File: src/sv/script_lexer_tokenizer_macros.svh
// Assertion helpers shared by the scanner modules.
// Every helper samples on clk_i and is disabled while rst_ni is low.
`ifndef SCRIPT_LEXER_TOKENIZER_MACROS_SVH
`define SCRIPT_LEXER_TOKENIZER_MACROS_SVH

// A condition that must hold at every clock edge.
`define SLT_ASSERT(lbl, expr, msg) \
  lbl: assert property (@(posedge clk_i) disable iff (!rst_ni) (expr)) else $error(msg);

// A condition that implies a consequence in the same cycle.
`define SLT_ASSERT_IMPL(lbl, ante, cons, msg) \
  lbl: assert property (@(posedge clk_i) disable iff (!rst_ni) (ante) |-> (cons)) \
    else $error(msg);

// A condition that implies a consequence in the next cycle.
`define SLT_ASSERT_NEXT(lbl, ante, cons, msg) \
  lbl: assert property (@(posedge clk_i) disable iff (!rst_ni) (ante) |=> (cons)) \
    else $error(msg);

`endif

File: src/sv/slt_pkg.sv
`default_nettype none
package slt_pkg;

  // Width of the position counter; offsets and lengths wrap at this width.
  localparam int OffsetBits = 16;
  // Number of leading word characters kept for keyword matching.
  localparam int KwMaxChars = 6;
  localparam int PrefixBits = 8 * KwMaxChars;
  localparam int KwCount    = 16;

  // One accepted transaction yields at most four candidate tokens:
  // the token it closes, a token it starts and ends, the token flushed
  // at end of source, and the end token.
  localparam int Slots    = 4;
  localparam int SlotBits = $clog2(Slots);

  localparam int QueueDepth = 2;
  localparam int PtrBits    = $clog2(QueueDepth);
  localparam int CountBits  = $clog2(QueueDepth + 1);

  typedef enum logic [5:0] {
    KindLParen = 6'd0, KindRParen, KindLBrace, KindRBrace, KindComma, KindDot,
    KindMinus, KindPlus, KindSemi, KindSlash, KindStar, KindBang, KindBangEq,
    KindEq, KindEqEq, KindGt, KindGe, KindLt, KindLe, KindIdent, KindString,
    KindNumber, KindIf, KindElse, KindFor, KindAnd, KindFn, KindFalse,
    KindClass, KindNil, KindOr, KindPrint, KindReturn, KindSuper, KindThis,
    KindTrue, KindLet, KindWhile, KindEnd, KindError
  } kind_e;

  typedef struct packed {
    logic [7:0] ch;
    logic       has_char;
    logic       end_of_source;
  } slt_in_t;

  typedef struct packed {
    kind_e       kind;
    logic [15:0] start_offset;
    logic [15:0] text_length;
    logic [15:0] line_number;
    logic        last_of_run;
  } slt_out_t;

  typedef struct packed {
    kind_e       kind;
    logic [15:0] start_offset;
    logic [15:0] text_length;
    logic [15:0] line_number;
  } tok_t;

  // Tokens produced by one transaction, in emission order.
  typedef struct packed {
    tok_t [Slots-1:0] tok;
    logic [Slots-1:0] vld;
  } bundle_t;

  typedef struct packed {
    logic [63:0] text;
    kind_e       kind;
  } kw_t;

  // Keyword text is packed with the first character in the most significant
  // used byte, matching how the word prefix is shifted in.
  function automatic kw_t kw_entry(logic [3:0] idx);
    kw_t e;
    case (idx)
      4'd0:    e = '{text: 64'("if"),     kind: KindIf};
      4'd1:    e = '{text: 64'("else"),   kind: KindElse};
      4'd2:    e = '{text: 64'("for"),    kind: KindFor};
      4'd3:    e = '{text: 64'("and"),    kind: KindAnd};
      4'd4:    e = '{text: 64'("fn"),     kind: KindFn};
      4'd5:    e = '{text: 64'("false"),  kind: KindFalse};
      4'd6:    e = '{text: 64'("class"),  kind: KindClass};
      4'd7:    e = '{text: 64'("nil"),    kind: KindNil};
      4'd8:    e = '{text: 64'("or"),     kind: KindOr};
      4'd9:    e = '{text: 64'("print"),  kind: KindPrint};
      4'd10:   e = '{text: 64'("return"), kind: KindReturn};
      4'd11:   e = '{text: 64'("super"),  kind: KindSuper};
      4'd12:   e = '{text: 64'("this"),   kind: KindThis};
      4'd13:   e = '{text: 64'("true"),   kind: KindTrue};
      4'd14:   e = '{text: 64'("let"),    kind: KindLet};
      default: e = '{text: 64'("while"),  kind: KindWhile};
    endcase
    return e;
  endfunction

  function automatic kind_e kw_lookup(logic [PrefixBits-1:0] prefix, logic too_long);
    kind_e k;
    kw_t   e;
    k = KindIdent;
    if (!too_long) begin
      for (int i = 0; i < KwCount; i++) begin
        e = kw_entry(4'(i));
        if (prefix == e.text[PrefixBits-1:0]) begin
          k = e.kind;
        end
      end
    end
    return k;
  endfunction

  // Offsets leave the block as 16 bits whatever the counter width.
  function automatic logic [15:0] ofs16(logic [OffsetBits-1:0] v);
    logic [31:0] w;
    w = 32'(v);
    return w[15:0];
  endfunction

endpackage
`default_nettype wire

File: src/sv/slt_front.sv
`default_nettype none
`include "script_lexer_tokenizer_macros.svh"
module slt_front (
  input  logic              clk_i,
  input  logic              rst_ni,
  input  logic              in_valid_i,
  input  slt_pkg::slt_in_t  in_data_i,
  output logic              in_ready_o,
  input  logic              full_i,
  output logic              push_o,
  output slt_pkg::bundle_t  bundle_o
);

  typedef enum logic [3:0] {
    ModeIdle, ModeSlash, ModeBang, ModeEq, ModeGt, ModeLt,
    ModeComment, ModeString, ModeNumber, ModeWord, ModeDead
  } mode_e;

  typedef logic [slt_pkg::OffsetBits-1:0] ofs_t;
  typedef logic [slt_pkg::PrefixBits-1:0] prefix_t;

  localparam logic [7:0] ChNewline = 8'h0A;
  localparam logic [7:0] ChTab     = 8'h09;
  localparam logic [7:0] ChReturn  = 8'h0D;
  localparam logic [7:0] ChSpace   = " ";
  localparam logic [7:0] ChQuote   = "\"";
  localparam logic [7:0] ChEqual   = "=";
  localparam logic [7:0] ChSlash   = "/";
  localparam logic [7:0] ChDot     = ".";
  localparam logic [15:0] LineMax  = 16'hFFFF;
  localparam logic [15:0] LineOne  = 16'd1;

  mode_e       mode_q, mode_d;
  ofs_t        tstart_q, tstart_d;
  ofs_t        pos_q, pos_d, pos1, word_len;
  logic [15:0] line_q, line_d, line1;
  prefix_t     prefix_q, prefix_d;
  logic        long_q, long_d;
  logic        run_idle, accept;
  logic [7:0]  c;
  logic        is_digit, is_alpha;
  slt_pkg::bundle_t bundle;

  function automatic logic [15:0] line_inc(logic [15:0] l);
    return (l == LineMax) ? l : l + 16'd1;
  endfunction

  function automatic slt_pkg::tok_t make_tok(slt_pkg::kind_e k, ofs_t off, ofs_t len,
                                             logic [15:0] line);
    slt_pkg::tok_t t;
    t.kind         = k;
    t.start_offset = slt_pkg::ofs16(off);
    t.text_length  = slt_pkg::ofs16(len);
    t.line_number  = line;
    return t;
  endfunction

  function automatic logic is_open(mode_e m);
    logic r;
    case (m) inside
      ModeSlash, ModeBang, ModeEq, ModeGt, ModeLt,
      ModeString, ModeNumber, ModeWord: r = 1'b1;
      default:                          r = 1'b0;
    endcase
    return r;
  endfunction

  // Token for whatever is open in mode m, ended at position pos.
  function automatic slt_pkg::tok_t close_tok(mode_e m, ofs_t ts, ofs_t pos, prefix_t prefix,
                                              logic too_long, logic [15:0] line);
    slt_pkg::tok_t t;
    ofs_t          one;
    one = ofs_t'(1);
    case (m)
      ModeSlash:  t = make_tok(slt_pkg::KindSlash, ts, one, line);
      ModeBang:   t = make_tok(slt_pkg::KindBang, ts, one, line);
      ModeEq:     t = make_tok(slt_pkg::KindEq, ts, one, line);
      ModeGt:     t = make_tok(slt_pkg::KindGt, ts, one, line);
      ModeLt:     t = make_tok(slt_pkg::KindLt, ts, one, line);
      ModeString: t = make_tok(slt_pkg::KindString, ts + one, pos - ts - one, line);
      ModeNumber: t = make_tok(slt_pkg::KindNumber, ts, pos - ts, line);
      ModeWord:   t = make_tok(slt_pkg::kw_lookup(prefix, too_long), ts, pos - ts, line);
      default:    t = make_tok(slt_pkg::KindEnd, ts, '0, line);
    endcase
    return t;
  endfunction

  assign c          = in_data_i.ch;
  assign is_digit   = (c >= "0") && (c <= "9");
  assign is_alpha   = ((c >= "a") && (c <= "z")) || ((c >= "A") && (c <= "Z")) || (c == "_");
  assign word_len   = pos_q - tstart_q;
  assign in_ready_o = !full_i;
  assign accept     = in_valid_i && in_ready_o;

  always_comb begin
    mode_d   = mode_q;
    tstart_d = tstart_q;
    pos_d    = pos_q;
    line_d   = line_q;
    prefix_d = prefix_q;
    long_d   = long_q;
    bundle   = '0;
    run_idle = 1'b0;
    pos1     = pos_q;
    line1    = line_q;

    // Slot 0: a token that this byte closes. Slot 1: a token this byte
    // opens and ends at once (punctuation or error).
    if (in_data_i.has_char) begin
      unique case (mode_q)
        ModeDead: begin
        end
        ModeComment: begin
          if (c == ChNewline) begin
            run_idle = 1'b1;
          end
        end
        ModeString: begin
          if (c == ChQuote) begin
            bundle.vld[0] = 1'b1;
            bundle.tok[0] = close_tok(mode_q, tstart_q, pos_q, prefix_q, long_q, line_q);
            mode_d        = ModeIdle;
          end else if (c == ChNewline) begin
            line_d = line_inc(line_q);
          end
        end
        ModeNumber: begin
          if (!(is_digit || c == ChDot)) begin
            bundle.vld[0] = 1'b1;
            bundle.tok[0] = close_tok(mode_q, tstart_q, pos_q, prefix_q, long_q, line_q);
            run_idle      = 1'b1;
          end
        end
        ModeWord: begin
          if (is_alpha || is_digit) begin
            if (word_len < ofs_t'(slt_pkg::KwMaxChars)) begin
              prefix_d = {prefix_q[slt_pkg::PrefixBits-9:0], c};
            end else begin
              long_d = 1'b1;
            end
          end else begin
            bundle.vld[0] = 1'b1;
            bundle.tok[0] = close_tok(mode_q, tstart_q, pos_q, prefix_q, long_q, line_q);
            run_idle      = 1'b1;
          end
        end
        ModeSlash: begin
          if (c == ChSlash) begin
            mode_d = ModeComment;
          end else begin
            bundle.vld[0] = 1'b1;
            bundle.tok[0] = close_tok(mode_q, tstart_q, pos_q, prefix_q, long_q, line_q);
            run_idle      = 1'b1;
          end
        end
        ModeBang, ModeEq, ModeGt, ModeLt: begin
          bundle.vld[0] = 1'b1;
          if (c == ChEqual) begin
            unique case (mode_q)
              ModeBang: bundle.tok[0] = make_tok(slt_pkg::KindBangEq, tstart_q,
                                                 ofs_t'(2), line_q);
              ModeEq:   bundle.tok[0] = make_tok(slt_pkg::KindEqEq, tstart_q,
                                                 ofs_t'(2), line_q);
              ModeGt:   bundle.tok[0] = make_tok(slt_pkg::KindGe, tstart_q,
                                                 ofs_t'(2), line_q);
              default:  bundle.tok[0] = make_tok(slt_pkg::KindLe, tstart_q,
                                                 ofs_t'(2), line_q);
            endcase
            mode_d = ModeIdle;
          end else begin
            bundle.tok[0] = close_tok(mode_q, tstart_q, pos_q, prefix_q, long_q, line_q);
            run_idle      = 1'b1;
          end
        end
        default: run_idle = 1'b1;
      endcase

      if (run_idle) begin
        mode_d   = ModeIdle;
        tstart_d = pos_q;
        bundle.tok[1] = make_tok(slt_pkg::KindLParen, pos_q, ofs_t'(1), line_q);
        case (c)
          "(":  bundle.vld[1] = 1'b1;
          ")": begin
            bundle.vld[1] = 1'b1; bundle.tok[1].kind = slt_pkg::KindRParen;
          end
          "{": begin
            bundle.vld[1] = 1'b1; bundle.tok[1].kind = slt_pkg::KindLBrace;
          end
          "}": begin
            bundle.vld[1] = 1'b1; bundle.tok[1].kind = slt_pkg::KindRBrace;
          end
          ",": begin
            bundle.vld[1] = 1'b1; bundle.tok[1].kind = slt_pkg::KindComma;
          end
          ".": begin
            bundle.vld[1] = 1'b1; bundle.tok[1].kind = slt_pkg::KindDot;
          end
          "-": begin
            bundle.vld[1] = 1'b1; bundle.tok[1].kind = slt_pkg::KindMinus;
          end
          "+": begin
            bundle.vld[1] = 1'b1; bundle.tok[1].kind = slt_pkg::KindPlus;
          end
          ";": begin
            bundle.vld[1] = 1'b1; bundle.tok[1].kind = slt_pkg::KindSemi;
          end
          "*": begin
            bundle.vld[1] = 1'b1; bundle.tok[1].kind = slt_pkg::KindStar;
          end
          "!":       mode_d = ModeBang;
          ChEqual:   mode_d = ModeEq;
          ">":       mode_d = ModeGt;
          "<":       mode_d = ModeLt;
          ChSlash:   mode_d = ModeSlash;
          ChQuote:   mode_d = ModeString;
          ChNewline: line_d = line_inc(line_q);
          ChTab, ChReturn, ChSpace: begin
          end
          default: begin
            if (is_digit) begin
              mode_d = ModeNumber;
            end else if (is_alpha) begin
              mode_d   = ModeWord;
              prefix_d = prefix_t'(c);
              long_d   = 1'b0;
            end else begin
              bundle.vld[1]      = 1'b1;
              bundle.tok[1].kind = slt_pkg::KindError;
              mode_d             = ModeDead;
            end
          end
        endcase
      end
      pos1 = pos_q + ofs_t'(1);
    end

    pos_d = pos1;
    line1 = line_d;

    // Slots 2 and 3: flush of the open token and the end token.
    if (in_data_i.end_of_source) begin
      if (mode_d != ModeDead) begin
        bundle.vld[2] = is_open(mode_d);
        bundle.tok[2] = close_tok(mode_d, tstart_d, pos1, prefix_d, long_d, line1);
        bundle.vld[3] = 1'b1;
        bundle.tok[3] = make_tok(slt_pkg::KindEnd, pos1, '0, line1);
      end
      mode_d   = ModeIdle;
      tstart_d = '0;
      pos_d    = '0;
      line_d   = LineOne;
      prefix_d = '0;
      long_d   = 1'b0;
    end
  end

  assign push_o   = accept && (bundle.vld != '0);
  assign bundle_o = bundle;

  always_ff @(posedge clk_i or negedge rst_ni) begin
    if (!rst_ni) begin
      mode_q   <= ModeIdle;
      tstart_q <= '0;
      pos_q    <= '0;
      line_q   <= LineOne;
      prefix_q <= '0;
      long_q   <= 1'b0;
    end else if (accept) begin
      mode_q   <= mode_d;
      tstart_q <= tstart_d;
      pos_q    <= pos_d;
      line_q   <= line_d;
      prefix_q <= prefix_d;
      long_q   <= long_d;
    end
  end

  `SLT_ASSERT_IMPL(a_dead_is_silent,
                   accept && (mode_q == ModeDead) && !in_data_i.end_of_source, !push_o,
                   "scanner emitted a token after an error")
  `SLT_ASSERT_NEXT(a_end_clears_state, accept && in_data_i.end_of_source,
                   (mode_q == ModeIdle) && (pos_q == '0) && (line_q == LineOne),
                   "end of source did not restore the scanner state")
  `SLT_ASSERT_IMPL(a_at_most_three, push_o, $countones(bundle_o.vld) <= 3,
                   "one transaction produced more than three tokens")

endmodule
`default_nettype wire

File: src/sv/slt_fifo.sv
`default_nettype none
`include "script_lexer_tokenizer_macros.svh"
module slt_fifo (
  input  logic              clk_i,
  input  logic              rst_ni,
  input  logic              push_i,
  input  slt_pkg::bundle_t  data_i,
  input  logic              pop_i,
  output logic              full_o,
  output logic              empty_o,
  output slt_pkg::bundle_t  head_o
);

  slt_pkg::bundle_t [slt_pkg::QueueDepth-1:0] mem_q;
  logic [slt_pkg::PtrBits-1:0]   wr_ptr_q, rd_ptr_q;
  logic [slt_pkg::CountBits-1:0] count_q;

  function automatic logic [slt_pkg::PtrBits-1:0] ptr_next(logic [slt_pkg::PtrBits-1:0] p);
    return (p == slt_pkg::PtrBits'(slt_pkg::QueueDepth - 1)) ? '0 : p + 1'b1;
  endfunction

  assign full_o  = (count_q == slt_pkg::CountBits'(slt_pkg::QueueDepth));
  assign empty_o = (count_q == '0);
  assign head_o  = mem_q[rd_ptr_q];

  always_ff @(posedge clk_i) begin
    if (push_i) begin
      mem_q[wr_ptr_q] <= data_i;
    end
  end

  always_ff @(posedge clk_i or negedge rst_ni) begin
    if (!rst_ni) begin
      wr_ptr_q <= '0;
      rd_ptr_q <= '0;
      count_q  <= '0;
    end else begin
      if (push_i) begin
        wr_ptr_q <= ptr_next(wr_ptr_q);
      end
      if (pop_i) begin
        rd_ptr_q <= ptr_next(rd_ptr_q);
      end
      if (push_i && !pop_i) begin
        count_q <= count_q + 1'b1;
      end else if (pop_i && !push_i) begin
        count_q <= count_q - 1'b1;
      end
    end
  end

  `SLT_ASSERT_IMPL(a_no_overflow, push_i, !full_o, "write into a full token queue")
  `SLT_ASSERT_IMPL(a_no_underflow, pop_i, !empty_o, "read from an empty token queue")

endmodule
`default_nettype wire

File: src/sv/slt_back.sv
`default_nettype none
`include "script_lexer_tokenizer_macros.svh"
module slt_back (
  input  logic              clk_i,
  input  logic              rst_ni,
  input  logic              empty_i,
  input  slt_pkg::bundle_t  head_i,
  output logic              pop_o,
  output logic              out_valid_o,
  input  logic              out_ready_i,
  output slt_pkg::slt_out_t out_data_o
);

  logic [slt_pkg::Slots-1:0]    done_q, done_d, pending, sel_oh;
  logic [slt_pkg::SlotBits-1:0] sel_idx;
  logic                         sel_last, load, take, found;
  logic                         out_valid_q;
  slt_pkg::slt_out_t            out_q;
  slt_pkg::tok_t                sel_tok;

  // Tokens of the head entry that have not gone out yet; the oldest is the lowest slot.
  assign pending = head_i.vld & ~done_q;

  always_comb begin
    sel_oh  = '0;
    sel_idx = '0;
    found   = 1'b0;
    for (int i = 0; i < slt_pkg::Slots; i++) begin
      if (pending[i] && !found) begin
        found     = 1'b1;
        sel_oh[i] = 1'b1;
        sel_idx   = slt_pkg::SlotBits'(i);
      end
    end
  end

  assign sel_tok  = head_i.tok[sel_idx];
  assign sel_last = ((pending & ~sel_oh) == '0);
  assign load     = !out_valid_q || out_ready_i;
  assign take     = load && !empty_i;
  assign pop_o    = take && sel_last;

  always_comb begin
    done_d = done_q;
    if (take) begin
      done_d = sel_last ? '0 : (done_q | sel_oh);
    end
  end

  always_ff @(posedge clk_i or negedge rst_ni) begin
    if (!rst_ni) begin
      out_valid_q <= 1'b0;
      done_q      <= '0;
    end else begin
      done_q <= done_d;
      if (load) begin
        out_valid_q <= !empty_i;
      end
    end
  end

  always_ff @(posedge clk_i) begin
    if (take) begin
      out_q.kind         <= sel_tok.kind;
      out_q.start_offset <= sel_tok.start_offset;
      out_q.text_length  <= sel_tok.text_length;
      out_q.line_number  <= sel_tok.line_number;
      out_q.last_of_run  <= sel_last;
    end
  end

  assign out_valid_o = out_valid_q;
  assign out_data_o  = out_q;

  `SLT_ASSERT_IMPL(a_last_clears_progress, out_valid_q && out_q.last_of_run, done_q == '0,
                   "final token of a transaction left slots marked as sent")

endmodule
`default_nettype wire

File: src/sv/script_lexer_tokenizer.sv
// Channel   Direction  Signals                              Payload
// in        input      in_valid_i / in_ready_o / in_data_i  slt_pkg::slt_in_t
// out       output     out_valid_o / out_ready_i / out_data_o slt_pkg::slt_out_t
//
// Flow: the front accepts one transaction per clock while the token queue has room,
// and the output register delivers one token per clock unless out_ready_i holds it;
// the first token of a transaction goes through the queue, then the output register.
// Reset: the scanner returns to idle on line one at offset zero and the queue empties.
// Stalls: a low out_ready_i holds the output register, then fills the two-entry queue,
// and only then drops in_ready_o.
`default_nettype none
module script_lexer_tokenizer (
  input  logic              clk_i,
  input  logic              rst_ni,
  input  logic              in_valid_i,
  output logic              in_ready_o,
  input  slt_pkg::slt_in_t  in_data_i,
  output logic              out_valid_o,
  input  logic              out_ready_i,
  output slt_pkg::slt_out_t out_data_o
);

  // The front scans each byte in the cycle it is accepted and hands every token
  // that byte causes to the queue as one entry. The back walks the slots of the
  // head entry in order and marks the final one of each transaction.
  logic             push, pop, full, empty;
  slt_pkg::bundle_t push_data, head;

  slt_front u_front (
    .clk_i      (clk_i),
    .rst_ni     (rst_ni),
    .in_valid_i (in_valid_i),
    .in_data_i  (in_data_i),
    .in_ready_o (in_ready_o),
    .full_i     (full),
    .push_o     (push),
    .bundle_o   (push_data)
  );

  // The queue decouples scanning from delivery so that a stalled sink does not
  // immediately stop the source.
  slt_fifo u_fifo (
    .clk_i   (clk_i),
    .rst_ni  (rst_ni),
    .push_i  (push),
    .data_i  (push_data),
    .pop_i   (pop),
    .full_o  (full),
    .empty_o (empty),
    .head_o  (head)
  );

  slt_back u_back (
    .clk_i       (clk_i),
    .rst_ni      (rst_ni),
    .empty_i     (empty),
    .head_i      (head),
    .pop_o       (pop),
    .out_valid_o (out_valid_o),
    .out_ready_i (out_ready_i),
    .out_data_o  (out_data_o)
  );

endmodule
`default_nettype wire
File: config.mk
export PLATFORM = sky130hd
export DESIGN_NAME = script_lexer_tokenizer
export DESIGN_NICKNAME = d
export VERILOG_FILES = /design/src/sv/slt_pkg.sv /design/src/sv/slt_front.sv /design/src/sv/slt_fifo.sv /design/src/sv/slt_back.sv /design/src/sv/script_lexer_tokenizer.sv
export VERILOG_INCLUDE_DIRS = /design/src /design/src/sv
export SDC_FILE = /design/constraint.sdc
export NUM_CORES = 1
export LEC_CHECK = 0
export ABC_AREA = 1
export BUFFER_PORTS_ARGS = -buffer_cell sky130_fd_sc_hd__buf_4
export CAP_MARGIN = 15
export CELL_PAD_IN_SITES_DETAIL_PLACEMENT = 0
export CELL_PAD_IN_SITES_GLOBAL_PLACEMENT = 1
export CORE_AREA = 2 2 326 295
export CTS_CLUSTER_DIAMETER = 150
export DETAILED_ROUTE_END_ITERATION = 8
export DIE_AREA = 0 0 328 297
export HOLD_SLACK_MARGIN = 0.02
export PLACE_DENSITY = 0.59
export SETUP_SLACK_MARGIN = 0.4
export SYNTH_ARGS = -nofsm -noshare
export SYNTH_HDL_FRONTEND = slang
export SYNTH_SLANG_ARGS = --single-unit
File: constraint.sdc
create_clock -name clk_i -period 31.3 [get_ports clk_i]
set_input_delay 9.39 -clock clk_i [delete_from_list [all_inputs] [get_ports clk_i]]
set_output_delay 9.39 -clock clk_i [all_outputs]
set_load 0.005 [all_outputs]
==> results of run 1 <==
==> worst max-delay path: cells and delay by family <==
family          cells  cell delay (ps)
simple gates       18             2710
fa+ha+maj           1              350
compound gates      6              940
buf+inv             8             1350
xor+xnor            1              370
==> routing by layer <==
layer  GRT usage, %  vias up  wire length [um]  share of wire [%]
met4           4.20        0              1730                1.8
met1           27.9    11369             46400                 49
met5              0        -                 0                  0
li1               -    11486                 -                  -
met3           2.22      108              3770                4.0
met2           30.2      480             42100                 45
==> state kept, by name, summed over array words and instances (netlist names) <==
signal,flops
u_fifo.mem_q,332
u_back.out_data_o,55
u_front.prefix_q,48
u_front.line_q,16
u_front.pos_q,16
u_front.tstart_q,16
u_back.done_q,4
u_front.mode_q,4
u_fifo.count_q,2
u_back.out_valid_o,1
u_fifo.rd_ptr_q,1
u_fifo.wr_ptr_q,1
u_front.long_q,1
==> cell usage after synthesis (15+ instances only) <==
library cell / count / share of area, %
xor2_1: 51 / 1.6
nor2_1: 441 / 5.9
a31o_2: 20 / 0.63
nand3_1: 256 / 4.6
ha_1: 37 / 1.7
a21oi_1: 105 / 1.9
nand4_1: 90 / 2.0
o22ai_1: 118 / 2.6
inv_1: 376 / 5.0
xnor2_1: 15 / 0.47
o21ai_0: 136 / 2.4
nor3_1: 81 / 1.4
inv_2: 44 / 0.59
nand2_1: 737 / 9.9
clkbuf_1: 98 / 1.3
nand2_2: 15 / 0.34
dfrtp_1: 109 / 9.7
nor4_1: 47 / 1.0
edfxtp_1: 387 / 41
o21ai_1: 29 / 0.52
==> per-stage QoR <==
| step | instances | total power [mW] | hold WS [ps] | cell area [um^2] |
|---|---|---|---|---|
| after floorplan | 3355 | 1.98 | 457 | 28000 |
| after global placement | 4583 | 2.49 | 481 | 29900 |
| after detailed placement | 4583 | 2.48 | 482 | 29900 |
| after CTS | 4689 | 3.22 | 499 | 31900 |
| after global routing | 4689 | 3.41 | 539 | 31900 |
| final | 4689 | 3.19 | 497 | 31900 |
==> final cells by class <==
class | instances | area share (%)
Sequential cell | 497 | 45.1
Multi-Input combinational cell | 2304 | 36.1
Inverter | 425 | 5.02
Clock buffer | 74 | 4.92
Tap cell | 1253 | 4.91
Timing Repair Buffer | 104 | 2.50
Clock inverter | 32 | 1.55
==> cells by family after synthesis <==
| family | after synthesis | synth area share [%] |
|---|---|---|
| muxes | 3 | 0.107 |
| AOI/OAI and AO/OA | 477 | 10.1 |
| and+or+nand+nor | 1719 | 27.0 |
| adders and majority gates | 39 | 1.80 |
| buffers and inverters | 554 | 7.66 |
| xor gates and xnor gates | 66 | 2.06 |
| DFF | 497 | 51.3 |
==> power by group through the flow <==
stage | logic [mW] | registers [mW] | clock network [mW]
floorplan | 0.955 | 1.03 | 0
global placement | 1.47 | 1.01 | 0
detailed placement | 1.47 | 1.01 | 0
CTS | 1.47 | 1.00 | 0.748
global route | 1.62 | 1.02 | 0.774
finish | 1.46 | 1.00 | 0.732
==> how the worst min path moves through the flow <==
stage / start / endpoint / slack (ps) / depth (start not counted)
3_5_place_dp: u_back.done_q[0]$_DFFE_PN0P_ / u_back.done_q[0]$_DFFE_PN0P_ / 480 / 2
3_3_place_gp: u_back.done_q[0]$_DFFE_PN0P_ / u_back.done_q[0]$_DFFE_PN0P_ / 480 / 2
2_1_floorplan: u_back.done_q[0]$_DFFE_PN0P_ / u_back.done_q[0]$_DFFE_PN0P_ / 460 / 2
4_1_cts: u_back.done_q[0]$_DFFE_PN0P_ / u_back.done_q[0]$_DFFE_PN0P_ / 500 / 2
5_1_grt: u_fifo.count_q[0]$_DFFE_PN0P_ / u_fifo.count_q[0]$_DFFE_PN0P_ / 540 / 1
6_report: u_back.done_q[0]$_DFFE_PN0P_ / u_back.done_q[0]$_DFFE_PN0P_ / 500 / 2
==> impl_metrics.tcl, run 1 <==
set metrics [dict create \
    grt_max_degree 138 \
    dr.first_iter.drc_count 1887 \
    final_hold_viol_count 0 \
    setup_viol 0 \
    rsz0062_at_grt "no" \
    min_period_over_period_pct 47.3 \
    postCtsSetupBuffers 0 \
    cellInternalPower_mw 1.80 \
    crit_path_frequent_cell "nor2_1" \
    syn-num-nets 3408 \
    power_frac_comb_pct 45.6 \
    timing.rr.end "u_fifo.mem_q[363]$_DFFE_PP_" \
    portBuffers 70 \
    p_seq_share_pct 31.4 \
    h-tree-depth 2 \
    dpl_worst_slack_ps 15880 \
    cts_root_buf "clkbuf_16" \
    grt-ovfl-total 0 \
    clk_pin_slew_ps 60 \
    p_clk_share_pct 23.0 \
    powerDensity_nw_per_um2 99.9 \
    worstSetupStartpointType "input pin" \
    final_cell_mix "735 x nand2_1, 439 x nor2_1, 387 x edfxtp_1, 374 x inv_1, 256 x nand3_1" \
    ir_worst_vdd_v 0.0000824 \
    ios 71 \
    utilization_pct 33.9 \
    yosys_register_bits 497 \
    die_y_um 297 \
    fin_skew_ps 72.5 \
    num_rows 107 \
    switching_share_pct 43.7 \
    r2r_cells 33 \
    synth.distinct_cells 69 \
    area_delta_synth_final_pct 14.0 \
    nets 3441 \
    netlist_instances 3355 \
    async_flop_share_pct 22.1 \
    drive_gt1_share_pct 9.87 \
    required_ps 31650 \
    clock_path_buffers 3 \
    avgViaCountPerCell 5.00 \
    multi_input_area_um2 11500 \
    syn_avg_cell_area_um2 8.35 \
    hold_buffers 0 \
    final_antenna_net_count 0 \
    cts_made_buffers 56 \
    firstDrtPassIters 5 \
    worstSetupEndpoint "u_fifo.mem_q[363]$_DFFE_PP_" \
    num_vias 23443 \
    p_sw_mw 1.39 \
    synth-seq-area-share_pct 51.3 \
    n_fill_cell 9959 \
    place.gp.congestion 0.887 \
    yosysWarnings 0 \
    final_common_cell "nand2_1" \
    drc 0 \
    routed_wl_mm 94.0 \
    min_path_type "reg2reg" \
    fin_tns_setup_ps 0 \
    cp-startpoint "in_data_i[9]" \
    crit_type "in2reg" \
    max_clock_freq_ghz 0.0675 \
    fp.coreArea_um2 94100 \
    cts_tree "yes" \
    track_usage_pct 19.1 \
    cpPeakStageDelay_ps 670 \
    syn-cell-area_um2 28000 \
    drv_slew 0 \
    start_util_pct 29.8 \
    antenna_found_initial 0 \
    seq_area_um2 14400 \
    r2r_slack_ps 25160 \
    worstPathArrival_ps 15160 \
    dieArea_um2 97400 \
    timing.final.ws_setup_ps 16480 \
    synth_edf_count 387 \
    post-route-min-period_ps 14820 \
    crit_path_end_kind "flop" \
    post_cts_resize_count 0 \
    cap_violations 0 \
    p_leak_nw 12.7 \
    cts.sinks 497 \
    worst_path_max_delay_cell "buf_4" \
    dp_hpwl_mm 64.6 \
    diodes 0 \
    worstMarginPinSlew_ps 1110 \
    grt_pass1_wl_mm 144 \
    worstPathMaxFanout 70 \
    insertion_delay_ps 670 \
    die_x_um 328 \
    grt_pass1_vias 23015 \
    synth_ff_type "edfxtp_1" \
    outcome "finished, final reports clean" \
    reg2reg_from "u_front.mode_q[1]$_DFFE_PN0P_" \
    wl_per_cell_um 20.0 \
    maxSlewHeadroom_pct 26.1 \
]
Note: power is estimated with default switching activity, not from simulation.
==> inputs of run 2 (changes only) <==
==> constraint.sdc (replaced) <==
create_clock -name clk_i -period 15.2 [get_ports clk_i]
set_input_delay 4.56 -clock clk_i [delete_from_list [all_inputs] [get_ports clk_i]]
set_output_delay 4.56 -clock clk_i [all_outputs]
set_load 0.005 [all_outputs]
==> impl_metrics.tcl, run 2 (synthesis results as in run 1) <==
set metrics [dict create \
    outcome "finished, final reports clean" \
    ios 71 \
    worstMarginPinSlew_ps 1130 \
    reg2reg_from "u_front.mode_q[1]$_DFFE_PN0P_" \
    avgViaCountPerCell 5.01 \
    cts_made_buffers 57 \
    rsz0062_at_grt "no" \
    powerDensity_nw_per_um2 204 \
    routed_wl_mm 93.9 \
    timing.rr.end "u_fifo.mem_q[363]$_DFFE_PP_" \
    drc 0 \
    die_y_um 297 \
    clock_path_buffers 3 \
    dr.first_iter.drc_count 1705 \
    drive_gt1_share_pct 9.66 \
    antenna_found_initial 0 \
    largest_reg_flops 332 \
    hold_buffers 0 \
    clk_pin_slew_ps 60 \
    min_period_over_period_pct 66.3 \
    n_fill_cell 9884 \
    instances_no_fill 4691 \
    r2r_cells 33 \
    num_rows 107 \
    min_path_type "reg2reg" \
    area_delta_synth_final_pct 13.6 \
    final_common_cell "nand2_1" \
    place.gp.congestion 0.888 \
    post-route-min-period_ps 10070 \
    cts_root_buf "clkbuf_16" \
    start_util_pct 29.8 \
    hold_depth 2 \
    grt_max_degree 138 \
    final_cell_mix "735 x nand2_1, 439 x nor2_1, 387 x edfxtp_1, 374 x inv_1, 256 x nand3_1" \
    crit_path_end_kind "flop" \
    holdWs_ps 500 \
    p_leak_nw 12.7 \
    power_mw 6.49 \
    grt-ovfl-total 0 \
    postCtsSetupBuffers 0 \
    firstDrtPassIters 5 \
    die_x_um 328 \
    min_to "u_back.done_q[0]$_DFFE_PN0P_" \
    setup_viol 0 \
    cts_tree "yes" \
    maxSlewHeadroom_pct 24.5 \
    grt_pass1_wl_mm 144 \
    fin_skew_ps 44.1 \
    worstSetupStartpointType "input pin" \
    fp.coreArea_um2 94100 \
    portBuffers 70 \
    max_clock_freq_ghz 0.0993 \
    ir_worst_vdd_v 0.000153 \
    worstPathArrival_ps 10420 \
    final_antenna_net_count 0 \
    final_hold_viol_count 0 \
    r2r_slack_ps 9020 \
    min_from "u_back.done_q[0]$_DFFE_PN0P_" \
    h-tree-depth 2 \
    diodes 0 \
    cap_violations 0 \
    dp_hpwl_mm 64.5 \
    num_vias 23498 \
    post_cts_resize_count 0 \
    cpPeakStageDelay_ps 690 \
    worst_path_max_delay_cell "buf_4" \
    crit_path_frequent_cell "nor2_1" \
    dieArea_um2 97400 \
    worstPathMaxFanout 70 \
    crit_type "in2reg" \
    required_ps 15550 \
    track_usage_pct 19.0 \
    fin_tns_setup_ps 0 \
    insertion_delay_ps 650 \
    wl_per_cell_um 20.0 \
    grt_pass1_vias 23088 \
    drv_slew 0 \
    nets 3442 \
    cts.sinks 497 \
    regMostFlops "u_fifo.mem_q" \
    place_inst 4583 \
]
run 2: cell types whose count changed in the layout (fill, tap and decap cells not counted), sizes merged:
cell / change
clkbuf: +1
bufinv: -3
clkinvlp: +2
inv: -2
clkinv: +4
run 2: worst max-delay path, delay by kind of cell:
kind                       cells  cell delay [ps]
xor gates and xnor gates       1              390
buffers and inverters          8             1370
and+or+nand+nor               18             2740
adders and majority gates      1              350
AOI/OAI and AO/OA              6              930
run 2: worst max path at each step:
stage / startpoint / to / slack, ps / cells after the start
after floorplan: in_data_i[9] / u_fifo.mem_q[220]$_DFFE_PP_ / 1090 / 19
after global placement: in_data_i[9] / u_fifo.mem_q[143]$_DFFE_PP_ / 4560 / 34
after detailed placement: in_data_i[8] / u_fifo.mem_q[143]$_DFFE_PP_ / 4570 / 34
after CTS: in_data_i[8] / u_fifo.mem_q[363]$_DFFE_PP_ / 5210 / 34
after global routing: in_data_i[8] / u_fifo.mem_q[363]$_DFFE_PP_ / 4580 / 34
final: in_data_i[9] / u_fifo.mem_q[363]$_DFFE_PP_ / 5130 / 34
run 2: layout make-up:
| class | instances | area [um^2] | share of cell area, % |
|---|---|---|---|
| inverters | 425 | 1600 | 5.03 |
| well taps | 1253 | 1570 | 4.93 |
| multi-input cells | 2304 | 11500 | 36.2 |
| flip-flops and latches | 497 | 14400 | 45.2 |
| clock buffers | 75 | 1550 | 4.88 |
| repair buffers | 104 | 797 | 2.50 |
| clock inverters | 33 | 413 | 1.30 |
run 2: per-stage QoR:
step | area (um^2) | utilization, % | setup WS, ps
floorplan | 28000 | - | 1090
global placement | 29900 | 31.7 | 4560
detailed placement | 29900 | 31.7 | 4570
CTS | 31800 | 33.8 | 5210
global route | 31800 | 33.8 | 4580
finish | 31800 | 33.8 | 5130
run 2: report_power, final:
part	internal, mW	switching, mW
combinational	0.846	2.14
sequential	1.95	0.114
clock	0.844	0.600
run 2: routing by layer:
layer,vias to the layer above,share of wire (%),global-route usage (%)
li1,11493,-,-
met1,11369,49,28.1
met2,536,45,30.1
met3,100,4.3,2.11
met4,0,1.5,3.67
met5,-,0,0
